==> config.mk <==
export PLATFORM = sky130hd
export DESIGN_NAME = five_channel_sound_generator
export DESIGN_NICKNAME = d
export VERILOG_FILES = /design/src/sv/fcsg_pkg.sv /design/src/sv/fcsg_core.sv /design/src/sv/five_channel_sound_generator.sv
export SDC_FILE = /design/constraint.sdc
export NUM_CORES = 1
export LEC_CHECK = 0
export BUFFER_PORTS_ARGS = -buffer_cell sky130_fd_sc_hd__buf_2
export CAP_MARGIN = 20
export CORE_MARGIN = 8
export CORE_UTILIZATION = 40
export CTS_BUF_LIST = sky130_fd_sc_hd__clkbuf_8
export DETAILED_ROUTE_END_ITERATION = 8
export GPL_ROUTABILITY_DRIVEN = 0
export GPL_TIMING_DRIVEN = 1
export SYNTH_ARGS = -nofsm -noshare
export SYNTH_HDL_FRONTEND = slang
export SYNTH_SLANG_ARGS = --single-unit
==> constraint.sdc <==
create_clock -name clk_i -period 11.7 [get_ports clk_i]
set_input_delay 0.585 -clock clk_i [delete_from_list [all_inputs] [get_ports clk_i]]
set_output_delay 0.585 -clock clk_i [all_outputs]
set_load 0.01 [all_outputs]
==> src/sv/fcsg_pkg.sv <==
// Shared types, constants and lookup tables of the five-channel sound generator.
package fcsg_pkg;

  typedef enum logic [2:0] {
    OP_TICK    = 3'd0,
    OP_WRITE   = 3'd1,
    OP_READ    = 3'd2,
    OP_DELIVER = 3'd3,
    OP_SRESET  = 3'd4
  } op_e;

  localparam logic [4:0] REG_TRI_LIN   = 5'h08;
  localparam logic [4:0] REG_TRI_LO    = 5'h0A;
  localparam logic [4:0] REG_TRI_HI    = 5'h0B;
  localparam logic [4:0] REG_NOISE_CTL = 5'h0C;
  localparam logic [4:0] REG_NOISE_PER = 5'h0E;
  localparam logic [4:0] REG_NOISE_LEN = 5'h0F;
  localparam logic [4:0] REG_DMC_CTL   = 5'h10;
  localparam logic [4:0] REG_DMC_LVL   = 5'h11;
  localparam logic [4:0] REG_DMC_ADDR  = 5'h12;
  localparam logic [4:0] REG_DMC_LEN   = 5'h13;
  localparam logic [4:0] REG_STATUS    = 5'h15;
  localparam logic [4:0] REG_FRAME     = 5'h17;

  localparam logic [15:0] STEP_A = 16'd7457;
  localparam logic [15:0] STEP_B = 16'd14913;
  localparam logic [15:0] STEP_C = 16'd22371;
  localparam logic [15:0] STEP_D = 16'd29829;
  localparam logic [15:0] STEP_E = 16'd37281;

  localparam int unsigned IN_W  = 24;
  localparam int unsigned OUT_W = 40;

  function automatic logic [7:0] len_lookup(input logic [4:0] i);
    logic [7:0] r;
    case (i)
      5'd0: r = 8'd10;   5'd1: r = 8'd254;  5'd2: r = 8'd20;  5'd3: r = 8'd2;
      5'd4: r = 8'd40;   5'd5: r = 8'd4;    5'd6: r = 8'd80;  5'd7: r = 8'd6;
      5'd8: r = 8'd160;  5'd9: r = 8'd8;    5'd10: r = 8'd60; 5'd11: r = 8'd10;
      5'd12: r = 8'd14;  5'd13: r = 8'd12;  5'd14: r = 8'd26; 5'd15: r = 8'd14;
      5'd16: r = 8'd12;  5'd17: r = 8'd16;  5'd18: r = 8'd24; 5'd19: r = 8'd18;
      5'd20: r = 8'd48;  5'd21: r = 8'd20;  5'd22: r = 8'd96; 5'd23: r = 8'd22;
      5'd24: r = 8'd192; 5'd25: r = 8'd24;  5'd26: r = 8'd72; 5'd27: r = 8'd26;
      5'd28: r = 8'd16;  5'd29: r = 8'd28;  5'd30: r = 8'd32; default: r = 8'd30;
    endcase
    return r;
  endfunction

  function automatic logic [7:0] duty_lookup(input logic [1:0] i);
    logic [7:0] r;
    case (i)
      2'd0: r = 8'h02;
      2'd1: r = 8'h06;
      2'd2: r = 8'h1E;
      default: r = 8'hF9;
    endcase
    return r;
  endfunction

  function automatic logic [11:0] noise_lookup(input logic [3:0] i);
    logic [11:0] r;
    case (i)
      4'd0: r = 12'd4;    4'd1: r = 12'd8;    4'd2: r = 12'd16;   4'd3: r = 12'd32;
      4'd4: r = 12'd64;   4'd5: r = 12'd96;   4'd6: r = 12'd128;  4'd7: r = 12'd160;
      4'd8: r = 12'd202;  4'd9: r = 12'd254;  4'd10: r = 12'd380; 4'd11: r = 12'd508;
      4'd12: r = 12'd762; 4'd13: r = 12'd1016; 4'd14: r = 12'd2034;
      default: r = 12'd4068;
    endcase
    return r;
  endfunction

  // Rate table values, already reduced by one.
  function automatic logic [8:0] rate_lookup(input logic [3:0] i);
    logic [8:0] r;
    case (i)
      4'd0: r = 9'd427;  4'd1: r = 9'd379;  4'd2: r = 9'd339;  4'd3: r = 9'd319;
      4'd4: r = 9'd285;  4'd5: r = 9'd253;  4'd6: r = 9'd225;  4'd7: r = 9'd213;
      4'd8: r = 9'd189;  4'd9: r = 9'd159;  4'd10: r = 9'd141; 4'd11: r = 9'd127;
      4'd12: r = 9'd105; 4'd13: r = 9'd83;  4'd14: r = 9'd71;  default: r = 9'd53;
    endcase
    return r;
  endfunction

  typedef struct packed {
    logic [7:0]  read_data;
    logic [4:0]  pulse_level;
    logic [7:0]  tnd_level;
    logic        irq;
    logic        fetch_request;
    logic [15:0] fetch_address;
  } result_t;

endpackage

==> src/sv/fcsg_core.sv <==
// Sound generator state and the single-pass update of one input word.
module fcsg_core (
  input  logic                    clk_i,
  input  logic                    rst_ni,
  input  logic                    step_i,
  input  logic [2:0]              operation_i,
  input  logic [4:0]              reg_addr_i,
  input  logic [7:0]              write_data_i,
  input  logic [7:0]              fetch_data_i,
  output fcsg_pkg::result_t       result_o
);
  import fcsg_pkg::*;

  logic [15:0] fs_q, fs_d;
  logic mode5_q, mode5_d, inhibit_q, inhibit_d, firq_q, firq_d, restart_q, restart_d;
  logic [4:0] en_q, en_d;
  logic par_q, par_d;

  logic [10:0] pper_q [2], pper_d [2];
  logic [10:0] pcnt_q [2], pcnt_d [2];
  logic [2:0]  pduty_q [2], pduty_d [2];
  logic [7:0]  pctl_q [2], pctl_d [2];
  logic [3:0]  pecnt_q [2], pecnt_d [2];
  logic [3:0]  pelvl_q [2], pelvl_d [2];
  logic [7:0]  psw_q [2], psw_d [2];
  logic [3:0]  pscnt_q [2], pscnt_d [2];
  logic [1:0]  psrl_q, psrl_d;
  logic [7:0]  plen_q [2], plen_d [2];

  logic [10:0] tper_q, tper_d, tcnt_q, tcnt_d;
  logic [4:0]  tstep_q, tstep_d;
  logic [6:0]  tlin_q, tlin_d, tlrl_q, tlrl_d;
  logic [7:0]  tlen_q, tlen_d;
  logic        thalt_q, thalt_d, trfl_q, trfl_d;

  logic [14:0] lfsr_q, lfsr_d;
  logic [11:0] nper_q, nper_d, ncnt_q, ncnt_d;
  logic        nmode_q, nmode_d;
  logic [5:0]  nctl_q, nctl_d;
  logic [3:0]  necnt_q, necnt_d, nelvl_q, nelvl_d;
  logic [7:0]  nlen_q, nlen_d;

  logic [8:0]  drate_q, drate_d, drcnt_q, drcnt_d;
  logic [6:0]  dlvl_q, dlvl_d;
  logic [15:0] dsa_q, dsa_d, dca_q, dca_d;
  logic [11:0] dsl_q, dsl_d, dbl_q, dbl_d;
  logic [7:0]  dbuf_q, dbuf_d, dbits_q, dbits_d;
  logic [3:0]  dbleft_q, dbleft_d;
  logic dempty_q, dempty_d, dsil_q, dsil_d, dloop_q, dloop_d, dien_q, dien_d;
  logic dirq_q, dirq_d, dlat_q, dlat_d, dpend_q, dpend_d;

  result_t res_q, res_d;
  assign result_o = res_q;

  // Sweep target of a pulse channel; channel 0 subtracts one more.
  function automatic logic [11:0] sweep_target(input logic [10:0] p, input logic [7:0] sw,
                                               input logic ch1, output logic mute);
    logic [10:0] c;
    logic [11:0] sub, t;
    c = p >> sw[2:0];
    if (sw[3]) begin
      sub = {1'b0, c} + {11'd0, ~ch1};
      t = ({1'b0, p} >= sub) ? ({1'b0, p} - sub) : 12'd0;
    end else begin
      t = {1'b0, p} + {1'b0, c};
    end
    mute = (p < 11'd8) || t[11];
    return t;
  endfunction

  function automatic logic [7:0] status(input logic [7:0] l0, input logic [7:0] l1,
                                        input logic [7:0] tl, input logic [7:0] nl,
                                        input logic [11:0] bl, input logic fi,
                                        input logic di);
    return {di, fi, 1'b0, bl != 12'd0, nl != 8'd0, tl != 8'd0, l1 != 8'd0, l0 != 8'd0};
  endfunction

  always_comb begin
    logic q, h, mute, fb, req;
    logic [11:0] tgt;
    logic [15:0] raddr;
    logic [7:0] rd, lv;
    logic [4:0] pl;
    logic [7:0] tnd;
    logic [3:0] vol, tv;
    logic [7:0] dm;
    fs_d = fs_q; mode5_d = mode5_q; inhibit_d = inhibit_q; firq_d = firq_q;
    restart_d = restart_q; en_d = en_q; par_d = par_q;
    pper_d = pper_q; pcnt_d = pcnt_q; pduty_d = pduty_q; pctl_d = pctl_q;
    pecnt_d = pecnt_q; pelvl_d = pelvl_q; psw_d = psw_q; pscnt_d = pscnt_q;
    psrl_d = psrl_q; plen_d = plen_q;
    tper_d = tper_q; tcnt_d = tcnt_q; tstep_d = tstep_q; tlin_d = tlin_q;
    tlrl_d = tlrl_q; tlen_d = tlen_q; thalt_d = thalt_q; trfl_d = trfl_q;
    lfsr_d = lfsr_q; nper_d = nper_q; ncnt_d = ncnt_q; nmode_d = nmode_q;
    nctl_d = nctl_q; necnt_d = necnt_q; nelvl_d = nelvl_q; nlen_d = nlen_q;
    drate_d = drate_q; drcnt_d = drcnt_q; dlvl_d = dlvl_q; dsa_d = dsa_q;
    dca_d = dca_q; dsl_d = dsl_q; dbl_d = dbl_q; dbuf_d = dbuf_q; dbits_d = dbits_q;
    dbleft_d = dbleft_q; dempty_d = dempty_q; dsil_d = dsil_q; dloop_d = dloop_q;
    dien_d = dien_q; dirq_d = dirq_q; dlat_d = dlat_q; dpend_d = dpend_q;
    q = 1'b0; h = 1'b0; req = 1'b0; raddr = 16'd0; mute = 1'b0;
    rd = status(plen_q[0], plen_q[1], tlen_q, nlen_q, dbl_q, firq_q, dirq_q);

    case (operation_i)
      OP_TICK: begin
        if (restart_q) begin
          restart_d = 1'b0;
          q = mode5_q; h = mode5_q;
          fs_d = 16'd0;
        end else begin
          case (fs_q)
            STEP_A: begin q = 1'b1; fs_d = fs_q + 16'd1; end
            STEP_B: begin q = 1'b1; h = 1'b1; fs_d = fs_q + 16'd1; end
            STEP_C: begin q = 1'b1; fs_d = fs_q + 16'd1; end
            STEP_D: begin
              if (mode5_q) fs_d = fs_q + 16'd1;
              else begin
                q = 1'b1; h = 1'b1; fs_d = 16'd0;
                if (!inhibit_q) firq_d = 1'b1;
              end
            end
            STEP_E: begin q = 1'b1; h = 1'b1; fs_d = 16'd0; end
            default: fs_d = fs_q + 16'd1;
          endcase
        end
        if (q) begin
          for (int i = 0; i < 2; i++) begin
            if (pecnt_q[i] != 4'd0) pecnt_d[i] = pecnt_q[i] - 4'd1;
            else begin
              pecnt_d[i] = pctl_q[i][3:0];
              if (pelvl_q[i] == 4'd0) begin
                if (pctl_q[i][5]) pelvl_d[i] = 4'd15;
              end else pelvl_d[i] = pelvl_q[i] - 4'd1;
            end
          end
          if (necnt_q != 4'd0) necnt_d = necnt_q - 4'd1;
          else begin
            necnt_d = nctl_q[3:0];
            if (nelvl_q == 4'd0) begin
              if (nctl_q[5]) nelvl_d = 4'd15;
            end else nelvl_d = nelvl_q - 4'd1;
          end
          if (trfl_q) tlin_d = tlrl_q;
          else if (tlin_q != 7'd0) tlin_d = tlin_q - 7'd1;
          if (!thalt_q) trfl_d = 1'b0;
        end
        if (h) begin
          for (int i = 0; i < 2; i++) begin
            logic [3:0] sc;
            tgt = sweep_target(pper_q[i], psw_q[i], i[0], mute);
            sc = psrl_q[i] ? 4'd0 : pscnt_q[i];
            psrl_d[i] = 1'b0;
            if (sc != 4'd0) pscnt_d[i] = sc - 4'd1;
            else begin
              pscnt_d[i] = {1'b0, psw_q[i][6:4]} + 4'd1;
              if (psw_q[i][7] && (psw_q[i][2:0] != 3'd0) && !mute)
                pper_d[i] = tgt[10:0];
            end
            if (plen_q[i] != 8'd0 && !pctl_q[i][5]) plen_d[i] = plen_q[i] - 8'd1;
          end
          if (!thalt_q && tlen_q != 8'd0) tlen_d = tlen_q - 8'd1;
          if (nlen_q != 8'd0 && !nctl_q[5]) nlen_d = nlen_q - 8'd1;
        end
        if (par_q) begin
          for (int i = 0; i < 2; i++) begin
            if (pcnt_q[i] != 11'd0) pcnt_d[i] = pcnt_q[i] - 11'd1;
            else begin
              pcnt_d[i] = pper_d[i];
              pduty_d[i] = pduty_q[i] + 3'd1;
            end
          end
          if (ncnt_q != 12'd0) ncnt_d = ncnt_q - 12'd1;
          else begin
            ncnt_d = nper_q;
            fb = lfsr_q[0] ^ (nmode_q ? lfsr_q[6] : lfsr_q[1]);
            lfsr_d = {fb, lfsr_q[14:1]};
          end
        end
        // Delta-modulation fetch and output unit.
        if (en_q[4] && dempty_q && !dpend_q) begin
          if (dbl_q != 12'd0) begin
            req = 1'b1; raddr = dca_q; dpend_d = 1'b1;
            dbl_d = dbl_q - 12'd1;
            dca_d = (dca_q == 16'hFFFF) ? 16'h8000 : dca_q + 16'd1;
            dlat_d = 1'b0;
          end
          if (dbl_d == 12'd0) begin
            if (dloop_q) begin
              dca_d = dsa_q; dbl_d = dsl_q;
            end else if (dien_q && !dlat_d) begin
              dirq_d = 1'b1; dlat_d = 1'b1;
            end
          end
        end
        if (drcnt_q != 9'd0) drcnt_d = drcnt_q - 9'd1;
        else begin
          drcnt_d = drate_q;
          dbleft_d = dbleft_q;
          if (dbleft_q != 4'd0) begin
            if (!dsil_q) begin
              if (dbits_q[0]) dlvl_d = (dlvl_q > 7'd125) ? 7'd127 : dlvl_q + 7'd2;
              else if (dlvl_q > 7'd1) dlvl_d = dlvl_q - 7'd2;
              dbits_d = dbits_q >> 1;
            end
            dbleft_d = dbleft_q - 4'd1;
          end
          if (dbleft_d == 4'd0) begin
            if (dempty_q) dsil_d = 1'b1;
            else begin
              dbits_d = dbuf_q; dempty_d = 1'b1; dsil_d = 1'b0;
            end
            dbleft_d = 4'd8;
          end
        end
        if (tcnt_q != 11'd0) tcnt_d = tcnt_q - 11'd1;
        else begin
          tcnt_d = tper_q;
          if (tlen_d != 8'd0 && tlin_d != 7'd0) tstep_d = tstep_q + 5'd1;
        end
        par_d = ~par_q;
      end
      OP_WRITE: begin
        if (reg_addr_i < 5'd8) begin
          case (reg_addr_i[1:0])
            2'd0: begin
              pctl_d[reg_addr_i[2]] = write_data_i;
              pecnt_d[reg_addr_i[2]] = write_data_i[3:0];
              pelvl_d[reg_addr_i[2]] = 4'd15;
            end
            2'd1: begin
              psw_d[reg_addr_i[2]] = write_data_i;
              pscnt_d[reg_addr_i[2]] = {1'b0, write_data_i[6:4]} + 4'd1;
              psrl_d[reg_addr_i[2]] = 1'b1;
            end
            2'd2: pper_d[reg_addr_i[2]] = {pper_q[reg_addr_i[2]][10:8], write_data_i};
            default: begin
              pper_d[reg_addr_i[2]] = {write_data_i[2:0], pper_q[reg_addr_i[2]][7:0]};
              if (en_q[reg_addr_i[2]]) plen_d[reg_addr_i[2]] = len_lookup(write_data_i[7:3]);
              pelvl_d[reg_addr_i[2]] = 4'd15;
            end
          endcase
        end else begin
          case (reg_addr_i)
            REG_TRI_LIN: begin tlrl_d = write_data_i[6:0]; thalt_d = write_data_i[7]; end
            REG_TRI_LO: tper_d = {tper_q[10:8], write_data_i};
            REG_TRI_HI: begin
              tper_d = {write_data_i[2:0], tper_q[7:0]};
              trfl_d = 1'b1;
              if (en_q[2]) tlen_d = len_lookup(write_data_i[7:3]);
            end
            REG_NOISE_CTL: nctl_d = write_data_i[5:0];
            REG_NOISE_PER: begin
              nper_d = noise_lookup(write_data_i[3:0]); nmode_d = write_data_i[7];
            end
            REG_NOISE_LEN: begin
              if (en_q[3]) nlen_d = len_lookup(write_data_i[7:3]);
              nelvl_d = 4'd15;
            end
            REG_DMC_CTL: begin
              dloop_d = write_data_i[6]; dien_d = write_data_i[7];
              if (!write_data_i[7]) dirq_d = 1'b0;
              drate_d = rate_lookup(write_data_i[3:0]);
            end
            REG_DMC_LVL: dlvl_d = write_data_i[6:0];
            REG_DMC_ADDR: dsa_d = {2'b11, write_data_i, 6'd0};
            REG_DMC_LEN: dsl_d = {write_data_i, 4'd1};
            REG_STATUS: begin
              en_d = write_data_i[4:0];
              if (write_data_i[4] && dbl_q == 12'd0) begin
                dbl_d = dsl_q; dca_d = dsa_q;
              end else if (!write_data_i[4]) dbl_d = 12'd0;
              dirq_d = 1'b0;
              if (!write_data_i[0]) plen_d[0] = 8'd0;
              if (!write_data_i[1]) plen_d[1] = 8'd0;
              if (!write_data_i[2]) tlen_d = 8'd0;
              if (!write_data_i[3]) nlen_d = 8'd0;
            end
            REG_FRAME: begin
              inhibit_d = write_data_i[6]; mode5_d = write_data_i[7];
              if (write_data_i[6]) firq_d = 1'b0;
              restart_d = 1'b1;
            end
            default: ;
          endcase
        end
      end
      OP_READ: firq_d = 1'b0;
      OP_DELIVER: begin
        if (dpend_q) begin
          dbuf_d = fetch_data_i; dempty_d = 1'b0; dpend_d = 1'b0;
        end
      end
      OP_SRESET: begin
        en_d = 5'd0; dbl_d = 12'd0; dirq_d = 1'b0;
        plen_d[0] = 8'd0; plen_d[1] = 8'd0; tlen_d = 8'd0; nlen_d = 8'd0;
        tstep_d = 5'd0; dlvl_d = {6'd0, dlvl_q[0]}; firq_d = 1'b0;
      end
      default: ;
    endcase

    if (operation_i != OP_READ)
      rd = status(plen_d[0], plen_d[1], tlen_d, nlen_d, dbl_d, firq_d, dirq_d);

    pl = 5'd0;
    for (int i = 0; i < 2; i++) begin
      tgt = sweep_target(pper_d[i], psw_d[i], i[0], mute);
      vol = pctl_d[i][4] ? pctl_d[i][3:0] : pelvl_d[i];
      dm = duty_lookup(pctl_d[i][7:6]);
      if (en_d[i] && plen_d[i] != 8'd0 && !mute && dm[pduty_d[i]])
        pl = pl + {1'b0, vol};
    end
    tnd = {1'b0, dlvl_d};
    if (en_d[2] && tper_d > 11'd1) begin
      tv = tstep_d[4] ? tstep_d[3:0] : ~tstep_d[3:0];
      lv = {4'd0, tv};
      tnd = tnd + lv + lv + lv;
    end
    if (en_d[3] && !lfsr_d[0] && nlen_d != 8'd0) begin
      vol = nctl_d[4] ? nctl_d[3:0] : nelvl_d;
      tnd = tnd + {3'd0, vol, 1'b0};
    end
    res_d.read_data = rd;
    res_d.pulse_level = pl;
    res_d.tnd_level = tnd;
    res_d.irq = firq_d | dirq_d;
    res_d.fetch_request = req;
    res_d.fetch_address = raddr;
  end

  always_ff @(posedge clk_i or negedge rst_ni) begin
    if (!rst_ni) begin
      fs_q <= '0; mode5_q <= 1'b0; inhibit_q <= 1'b0; firq_q <= 1'b0; restart_q <= 1'b1;
      en_q <= '0; par_q <= 1'b0;
      for (int i = 0; i < 2; i++) begin
        pper_q[i] <= '0; pcnt_q[i] <= '0; pduty_q[i] <= '0; pctl_q[i] <= '0;
        pecnt_q[i] <= '0; pelvl_q[i] <= '0; psw_q[i] <= '0; pscnt_q[i] <= '0;
        plen_q[i] <= '0;
      end
      psrl_q <= '0;
      tper_q <= '0; tcnt_q <= '0; tstep_q <= '0; tlin_q <= '0; tlrl_q <= '0;
      tlen_q <= '0; thalt_q <= 1'b1; trfl_q <= 1'b0;
      lfsr_q <= 15'd1; nper_q <= '0; ncnt_q <= '0; nmode_q <= 1'b0; nctl_q <= '0;
      necnt_q <= '0; nelvl_q <= '0; nlen_q <= '0;
      drate_q <= '0; drcnt_q <= '0; dlvl_q <= '0; dsa_q <= '0; dca_q <= '0;
      dsl_q <= '0; dbl_q <= '0; dbuf_q <= '0; dbits_q <= '0; dbleft_q <= '0;
      dempty_q <= 1'b1; dsil_q <= 1'b1; dloop_q <= 1'b0; dien_q <= 1'b0;
      dirq_q <= 1'b0; dlat_q <= 1'b0; dpend_q <= 1'b0;
      res_q <= '0;
    end else if (step_i) begin
      fs_q <= fs_d; mode5_q <= mode5_d; inhibit_q <= inhibit_d; firq_q <= firq_d;
      restart_q <= restart_d; en_q <= en_d; par_q <= par_d;
      pper_q <= pper_d; pcnt_q <= pcnt_d; pduty_q <= pduty_d; pctl_q <= pctl_d;
      pecnt_q <= pecnt_d; pelvl_q <= pelvl_d; psw_q <= psw_d; pscnt_q <= pscnt_d;
      plen_q <= plen_d; psrl_q <= psrl_d;
      tper_q <= tper_d; tcnt_q <= tcnt_d; tstep_q <= tstep_d; tlin_q <= tlin_d;
      tlrl_q <= tlrl_d; tlen_q <= tlen_d; thalt_q <= thalt_d; trfl_q <= trfl_d;
      lfsr_q <= lfsr_d; nper_q <= nper_d; ncnt_q <= ncnt_d; nmode_q <= nmode_d;
      nctl_q <= nctl_d; necnt_q <= necnt_d; nelvl_q <= nelvl_d; nlen_q <= nlen_d;
      drate_q <= drate_d; drcnt_q <= drcnt_d; dlvl_q <= dlvl_d; dsa_q <= dsa_d;
      dca_q <= dca_d; dsl_q <= dsl_d; dbl_q <= dbl_d; dbuf_q <= dbuf_d;
      dbits_q <= dbits_d; dbleft_q <= dbleft_d; dempty_q <= dempty_d; dsil_q <= dsil_d;
      dloop_q <= dloop_d; dien_q <= dien_d; dirq_q <= dirq_d; dlat_q <= dlat_d;
      dpend_q <= dpend_d;
      res_q <= res_d;
    end
  end

endmodule

==> src/sv/five_channel_sound_generator.sv <==
// Top level of the five-channel sound generator with its stream handshake.
// Each input word (tick, register write, status read, sample byte delivery or
// soft reset) is accepted and yields exactly one registered result word; with
// the output taken every cycle the block sustains one word per
// clock. The whole channel and frame-sequencer update is a single registered
// pass, and the result register is the only stage: a word is accepted whenever
// that register is empty or being drained in the same cycle. A fetch request
// in a result must be answered by a later delivery word carrying the byte.
module five_channel_sound_generator (
  input  logic        clk_i,
  input  logic        rst_ni,
  input  logic        s_axis_tvalid,
  output logic        s_axis_tready,
  // [2:0] operation, [7:3] reg_addr, [15:8] write_data, [23:16] fetch_data
  input  logic [23:0] s_axis_tdata,
  output logic        m_axis_tvalid,
  input  logic        m_axis_tready,
  // [7:0] read_data, [12:8] pulse_level, [20:13] tnd_level, [21] irq,
  // [22] fetch_request, [38:23] fetch_address, [39] fetch_request (copy)
  output logic [39:0] m_axis_tdata
);
  import fcsg_pkg::*;

  logic    valid_q;
  logic    step;
  result_t res;

  assign s_axis_tready = !valid_q || m_axis_tready;
  assign step = s_axis_tvalid && s_axis_tready;

  always_ff @(posedge clk_i or negedge rst_ni) begin
    if (!rst_ni) begin
      valid_q <= 1'b0;
    end else if (s_axis_tready) begin
      valid_q <= s_axis_tvalid;
    end
  end

  fcsg_core u_core (
    .clk_i        (clk_i),
    .rst_ni       (rst_ni),
    .step_i       (step),
    .operation_i  (s_axis_tdata[2:0]),
    .reg_addr_i   (s_axis_tdata[7:3]),
    .write_data_i (s_axis_tdata[15:8]),
    .fetch_data_i (s_axis_tdata[23:16]),
    .result_o     (res)
  );

  assign m_axis_tvalid = valid_q;
  assign m_axis_tdata = {res.fetch_request, res.fetch_address, res.fetch_request,
                         res.irq, res.tnd_level, res.pulse_level, res.read_data};

endmodule
==> results of run 1 <==
## worst register-to-register path, delay by kind of cell (launching register included)
kind | cells | cell delay [ns]
flip-flops | 1 | 1.07
adder cells (fa/ha/maj) | 4 | 1.23
AO/OA/AOI/OAI | 16 | 5.60
AND/OR/NAND/NOR | 10 | 1.24
XOR/XNOR | 3 | 0.33
buffers and inverters | 2 | 0.44
## cell usage after synthesis (all sizes together), types with 32 or more instances
cell | instances | area, um2
o21ai | 367 | 1840
xnor2 | 41 | 359
nand2 | 457 | 1720
dfrtp | 394 | 9860
nand4 | 34 | 213
a22oi | 50 | 375
o22ai | 39 | 244
o31ai | 41 | 308
o211ai | 34 | 255
nor3 | 106 | 531
ha | 164 | 2050
clkbuf | 212 | 796
o21a | 32 | 240
nor2b | 40 | 250
a31oi | 41 | 263
mux2 | 106 | 1190
nand2b | 46 | 295
nor2 | 332 | 1250
a21o | 51 | 383
mux2i | 75 | 754
a22o | 42 | 368
or3 | 49 | 307
nand3 | 109 | 546
a21oi | 320 | 1600
xor2 | 37 | 324
inv | 169 | 634
## final timing paths
check                                                       end  slack (ns)
worst max-delay path            u_core.result_o[29]$_DFFE_PN0P_        1.64
worst min-delay path               u_core.dbuf_q[1]$_DFFE_PN0P_        0.12
worst max register to register  u_core.result_o[29]$_DFFE_PN0P_        1.64
worst min register to register    u_core.drate_q[0]$_DFFE_PN0P_        0.47
max in group asynchronous          u_core.nctl_q[3]$_DFFE_PN0P_        8.81
min in group asynchronous           u_core.dca_q[1]$_DFFE_PN0P_        0.53
## stage by stage
step	total power [mW]	std cells
after floorplan	3.08	3902
after global placement	3.62	4830
after detailed placement	3.62	4831
after CTS	5.17	4973
after global routing	5.50	4978
final	5.16	4979
## layout by cell type (no fill, tap or decap), drive strengths merged, types with 31 or more instances in the layout
| cell type | count |
|---|---|
| a21o | 51 |
| a21oi | 320 |
| a22o | 42 |
| a22oi | 50 |
| a31oi | 41 |
| buf | 132 |
| clkbuf | 93 |
| dfrtp | 394 |
| ha | 164 |
| inv | 203 |
| mux2 | 106 |
| mux2i | 75 |
| nand2 | 457 |
| nand2b | 46 |
| nand3 | 109 |
| nand4 | 34 |
| nor2 | 332 |
| nor2b | 40 |
| nor3 | 106 |
| nor4 | 31 |
| o211ai | 34 |
| o21a | 32 |
| o21ai | 367 |
| o22ai | 39 |
| o31ai | 41 |
| or3 | 49 |
| xnor2 | 41 |
| xor2 | 37 |
## power by group through the flow
stage | Clock (mW) | Combinational, mW | Sequential (mW)
3_3_place_gp | 0 | 1.86 | 1.75
5_1_grt | 1.61 | 2.13 | 1.76
4_1_cts | 1.55 | 1.88 | 1.73
6_report | 1.51 | 1.90 | 1.74
2_1_floorplan | 0 | 1.42 | 1.66
3_5_place_dp | 0 | 1.87 | 1.76
## flip-flops by register name, summed over array words and instances (netlist names), 16 cells and up
name	count
u_core.pctl_q	16
u_core.fs_q	16
u_core.dca_q	16
u_core.psw_q	16
u_core.pcnt_q	22
u_core.result_o	38
u_core.pper_q	22
u_core.plen_q	16
## final cells by class
cell class | count | area [um2]
Clock inverter | 49 | 387
Timing Repair Buffer | 134 | 866
Multi-Input combinational cell | 3092 | 19800
Sequential cell | 399 | 9990
Inverter | 170 | 638
Clock buffer | 92 | 1270
Fill cell | 7811 | 43200
Tap cell | 1040 | 1300
Antenna cell | 3 | 7.51
## kinds of logic after synthesis
| logic type | Yosys count | synth area share (%) |
|---|---|---|
| adder cells (fa/ha/maj) | 171 | 7.00 |
| AND/OR/NAND/NOR | 1384 | 21.2 |
| buffers and inverters | 411 | 5.01 |
| other | 1 | 0.0120 |
| AO/OA/AOI/OAI | 1274 | 26.2 |
| flip-flops | 399 | 31.9 |
| XOR/XNOR | 78 | 2.18 |
| multiplexers | 184 | 6.43 |
## metal layers
metal / vias to the layer above / track usage [%] / wire length (um)
li1: 14300 / - / -
met1: 14500 / 31.7 / 46900
met2: 1163 / 37.5 / 47500
met3: 234 / 3.76 / 7220
met4: 2 / 8.79 / 3810
met5: - / 0 / 14
==> impl_metrics.env, run 1 <==
export IMPL_firstDrtPassIters=8
export IMPL_hold_class="in2reg"
export IMPL_syn_to_final_growth_pct=9.40
export IMPL_synth_edf_count=0
export IMPL_drt_wl_total_um=105000
export IMPL_maxSlewHeadroom_pct=25.9
export IMPL_grt_usage_pct=23.4
export IMPL_async_flop_share_pct=100
export IMPL_fin_tns_setup_ns=0
export IMPL_outcome="finished clean"
export IMPL_start_util_pct=40.4
export IMPL_die_area_um2=87500
export IMPL_p_sw_mw=2.05
export IMPL_grt_max_degree=157
export IMPL_wl_per_cell_um=21.2
export IMPL_htreeDepth=3
export IMPL_clkTransAtPathRegs_ns=0.07
export IMPL_critPathArrivalTime_ns=10.61
export IMPL_cts_sinks=399
export IMPL_ys_flop_type="dfrtp_1"
export IMPL_dpl_cell_area_um2=32600
export IMPL_cp_common_cell="nor2_1"
export IMPL_drc=0
export IMPL_drive_gt1_share_pct=10.8
export IMPL_rows=102
export IMPL_cp_required_ns=12.25
export IMPL_critPathCaptureType="register"
export IMPL_cp_top_family="compound AO/OA/AOI/OAI gates"
export IMPL_synth_cell_area_um2=31300
export IMPL_ant_nets=0
export IMPL_vias_per_cell=6.06
export IMPL_final_util_pct=44.2
export IMPL_postSynthAreaPerCell_um2=8.03
export IMPL_p_comb_share_pct=36.9
export IMPL_timing_final_ws_setup_ns=1.64
export IMPL_whs_ns=0.119
export IMPL_startpoint="u_core.psw_q[10]$_DFFE_PN0P_"
export IMPL_cts_tree="built"
export IMPL_drt_iter0_drc=2818
export IMPL_num_nets_final=4073
export IMPL_ys_ff_latch=399
export IMPL_powerDensity_nw_per_um2=150
export IMPL_critPathMaxStageDelay_ns=1.07
export IMPL_cp_slowest_cell="dfrtp_1"
export IMPL_path_max_fanout=33
export IMPL_max_freq_mhz=99.4
export IMPL_pre_cts_slack_ns=1.93
export IMPL_cts_resized_gates=0
export IMPL_min_period_ns=10.06
export IMPL_cts_buffers=77
export IMPL_hold_buffers=1
export IMPL_swShare_pct=39.8
export IMPL_die_w_um=296
export IMPL_finalMaxSlewViolations=0
export IMPL_cts_root_buf="clkbuf_8"
export IMPL_critical_path_class="reg2reg"
export IMPL_grt_antenna_before_repair=4
export IMPL_synth_fp_nets=4101
export IMPL_hpwl_um=72600
export IMPL_worst_path_stages=35
export IMPL_finalClockSkew_ns=0.0478
export IMPL_die_y_um=296
export IMPL_cts_buffer_depth=3
export IMPL_cp_start_kind="register"
export IMPL_r2r_start="u_core.psw_q[10]$_DFFE_PN0P_"
export IMPL_reg2reg_depth=35
export IMPL_grt_pass1_wl_um=166000
export IMPL_synth_cells=3902
export IMPL_clkPwrFrac_pct=29.3
export IMPL_routed_via_count=30200
export IMPL_pin_count=70
export IMPL_irDropWorstVdd_mv=0.0805
export IMPL_cellLeakagePower_nw=15.0
export IMPL_coreArea_um2=77500
export IMPL_hold_viol=0
export IMPL_fin_crit_sh_pct=86.0
export IMPL_holdPathStages=2
export IMPL_seqPwrFrac_pct=33.8
export IMPL_grt_pass1_vias=28500
export IMPL_synth_distinct_cells=108
export IMPL_insertion_delay_ns=0.70
export IMPL_post_cts_buffers=0
export IMPL_portBuffers=68
export IMPL_grt_setup_unrepaired="false"
export IMPL_cp_buffers_inverters=2
export IMPL_overflow=0
export IMPL_worstMarginPinSlew_ns=1.11
export IMPL_setup_viol=0
export IMPL_hold_path_startpoint="s_axis_tdata[17]"
export IMPL_synth_seq_area_share_pct=31.9
export IMPL_ys_warn_count=0
export IMPL_p_int_mw=3.11
export IMPL_fin_area_um2=34300
export IMPL_cap_violations=0
Power figures use the tool's default switching activity.
==> run 2: changes to the inputs <==
Settings changed: CAP_MARGIN 20 to 5.
Clock period 11.7 ns to 11.1 ns, I/O delays scaled along.
==> run 2 against run 1 <==
  * Setup slack got worse by 0.51 ns
  * Sequential power increased by 5%
  * Combinational power increased by 6%
  * Non-clock buffer count increased by 2
  * Clock power increased by 3%
  * Critical path depth decreased by 2
  * Sequential cell count unchanged
  * Largest cell class unchanged
==> impl_metrics.env, run 2 (synthesis gave the netlist of run 1 again) <==
export IMPL_holdPathStages=2
export IMPL_hold_viol=0
export IMPL_hold_path_startpoint="s_axis_tdata[18]"
export IMPL_fin_tns_setup_ns=0
export IMPL_syn_to_final_growth_pct=9.27
export IMPL_timing_rr_end="u_core.result_o[29]$_DFFE_PN0P_"
export IMPL_finalClockSkew_ns=0.0555
export IMPL_setup_viol=0
export IMPL_grt_pass1_vias=28300
export IMPL_reg2reg_depth=33
export IMPL_num_nets_final=4077
export IMPL_pin_count=70
export IMPL_start_util_pct=40.4
export IMPL_cts_root_buf="clkbuf_8"
export IMPL_hold_buffers=1
export IMPL_insertion_delay_ns=0.70
export IMPL_pre_cts_slack_ns=1.32
export IMPL_fillers=7809
export IMPL_finalMaxSlewViolations=0
export IMPL_critPathCaptureType="register"
export IMPL_min_period_ns=9.98
export IMPL_die_y_um=296
export IMPL_fin_crit_sh_pct=89.9
export IMPL_coreArea_um2=77500
export IMPL_grt_antenna_before_repair=6
export IMPL_final_common_cell="nand2_1"
export IMPL_drive_gt1_share_pct=10.9
export IMPL_die_area_um2=87500
export IMPL_hold_class="in2reg"
export IMPL_cp_top_family="compound AO/OA/AOI/OAI gates"
export IMPL_cts_resized_gates=0
export IMPL_grt_max_degree=76
export IMPL_max_freq_mhz=100
export IMPL_post_cts_buffers=0
export IMPL_cts_sinks=399
export IMPL_htreeDepth=3
export IMPL_hpwl_um=72900
export IMPL_worstMarginPinSlew_ns=1.13
export IMPL_die_w_um=296
export IMPL_r2r_start="u_core.psw_q[10]$_DFFE_PN0P_"
export IMPL_whs_endpoint="u_core.dbuf_q[2]$_DFFE_PN0P_"
export IMPL_grt_usage_pct=23.2
export IMPL_wl_per_cell_um=21.1
export IMPL_outcome="finished clean"
export IMPL_clkTransAtPathRegs_ns=0.06
export IMPL_rows=102
export IMPL_drc=0
export IMPL_cts_tree="built"
export IMPL_final_util_pct=44.2
export IMPL_cap_violations=0
export IMPL_critical_path_class="reg2reg"
export IMPL_irDropWorstVdd_mv=0.105
export IMPL_overflow=0
export IMPL_grt_pass1_wl_um=163000
export IMPL_critPathMaxStageDelay_ns=1.05
export IMPL_largest_reg_flops=38
export IMPL_cellLeakagePower_nw=15.0
export IMPL_maxSlewHeadroom_pct=24.0
export IMPL_cp_common_cell="ha_1"
export IMPL_cp_buffers_inverters=2
export IMPL_cp_start_kind="register"
export IMPL_path_max_fanout=33
export IMPL_powerDensity_nw_per_um2=158
export IMPL_cts_buffers=79
export IMPL_portBuffers=68
export IMPL_firstDrtPassIters=6
export IMPL_drt_wl_total_um=105000
export IMPL_critPathArrivalTime_ns=10.52
export IMPL_cp_slowest_cell="dfrtp_1"
export IMPL_layout_common_cells="nand2_1 (455), dfrtp_1 (394), o21ai_0 (356)"
export IMPL_routed_via_count=30200
export IMPL_cp_required_ns=11.64
export IMPL_drt_iter0_drc=3000
export IMPL_r2r_slack_ns=1.12
export IMPL_grt_setup_unrepaired="false"
export IMPL_ant_nets=0
export IMPL_timing_final_ws_setup_ns=1.12
export IMPL_vias_per_cell=6.06
export IMPL_cts_buffer_depth=3
run 2: cell types whose count changed in the layout (fill, tap and decap cells not counted), moves of 2 or more:
cell       delta
buf_4         +5
bufinv_16     -2
clkbuf_8      +3
clkinv_2      +2
inv_1         -2
run 2: layout make-up:
cell class	instances	area, um2	share of cell area, %
diodes	2	5.00	0.0146
clock buffers	95	1310	3.82
clock inverters	46	314	0.917
inverters	170	638	1.86
multi-input cells	3092	19800	57.9
flip-flops and latches	399	9990	29.2
well taps	1040	1300	3.80
repair buffers	136	861	2.51
run 2: worst max-delay path by stage:
stage          cells after the start                    startpoint  slack (ns)                         endpoint
2_1_floorplan                     42  u_core.psw_q[10]$_DFFE_PN0P_        2.64  u_core.result_o[29]$_DFFE_PN0P_
3_3_place_gp                      35  u_core.psw_q[10]$_DFFE_PN0P_        1.50  u_core.result_o[29]$_DFFE_PN0P_
3_5_place_dp                      33  u_core.psw_q[10]$_DFFE_PN0P_        1.32  u_core.result_o[29]$_DFFE_PN0P_
4_1_cts                           33  u_core.psw_q[10]$_DFFE_PN0P_        1.32  u_core.result_o[29]$_DFFE_PN0P_
5_1_grt                           35  u_core.psw_q[10]$_DFFE_PN0P_        0.23  u_core.result_o[29]$_DFFE_PN0P_
6_report                          33  u_core.psw_q[10]$_DFFE_PN0P_        1.12  u_core.result_o[29]$_DFFE_PN0P_
run 2: power by group:
group | switching, mW | internal, mW
registers | 0.227 | 1.61
logic | 1.21 | 0.795
clock network | 0.710 | 0.853
run 2: metal layers:
metal,global-route usage (%),part of all wire [%],wire length (um),vias to the layer above
met5,0,0.012,13,-
met4,8.83,3.8,3990,2
met3,4.03,7.7,8060,252
met2,36.8,45,46800,1280
met1,31.6,44,46100,14400
li1,-,-,-,14300
run 2: through the flow:
| stage | power, mW | cell area, um2 | instances | hold WS [ns] |
|---|---|---|---|---|
| after floorplan | 3.25 | 31300 | 3902 | 0.259 |
| after global placement | 3.82 | 32600 | 4835 | 0.458 |
| after detailed placement | 3.82 | 32600 | 4835 | 0.460 |
| after CTS | 5.41 | 34200 | 4977 | 0.0424 |
| after global routing | 5.75 | 34200 | 4980 | 0.0582 |
| final | 5.40 | 34200 | 4980 | 0.0884 |
run 2: worst reg2reg max path, delay by kind of cell, from the launching register on:
kind / cells / cell delay (ns)
AND/OR/NAND/NOR: 8 / 1.19
buffers and inverters: 2 / 0.42
multiplexers: 1 / 0.28
adder cells (fa/ha/maj): 4 / 1.23
XOR/XNOR: 3 / 0.34
flip-flops: 1 / 1.05
AO/OA/AOI/OAI: 15 / 5.34
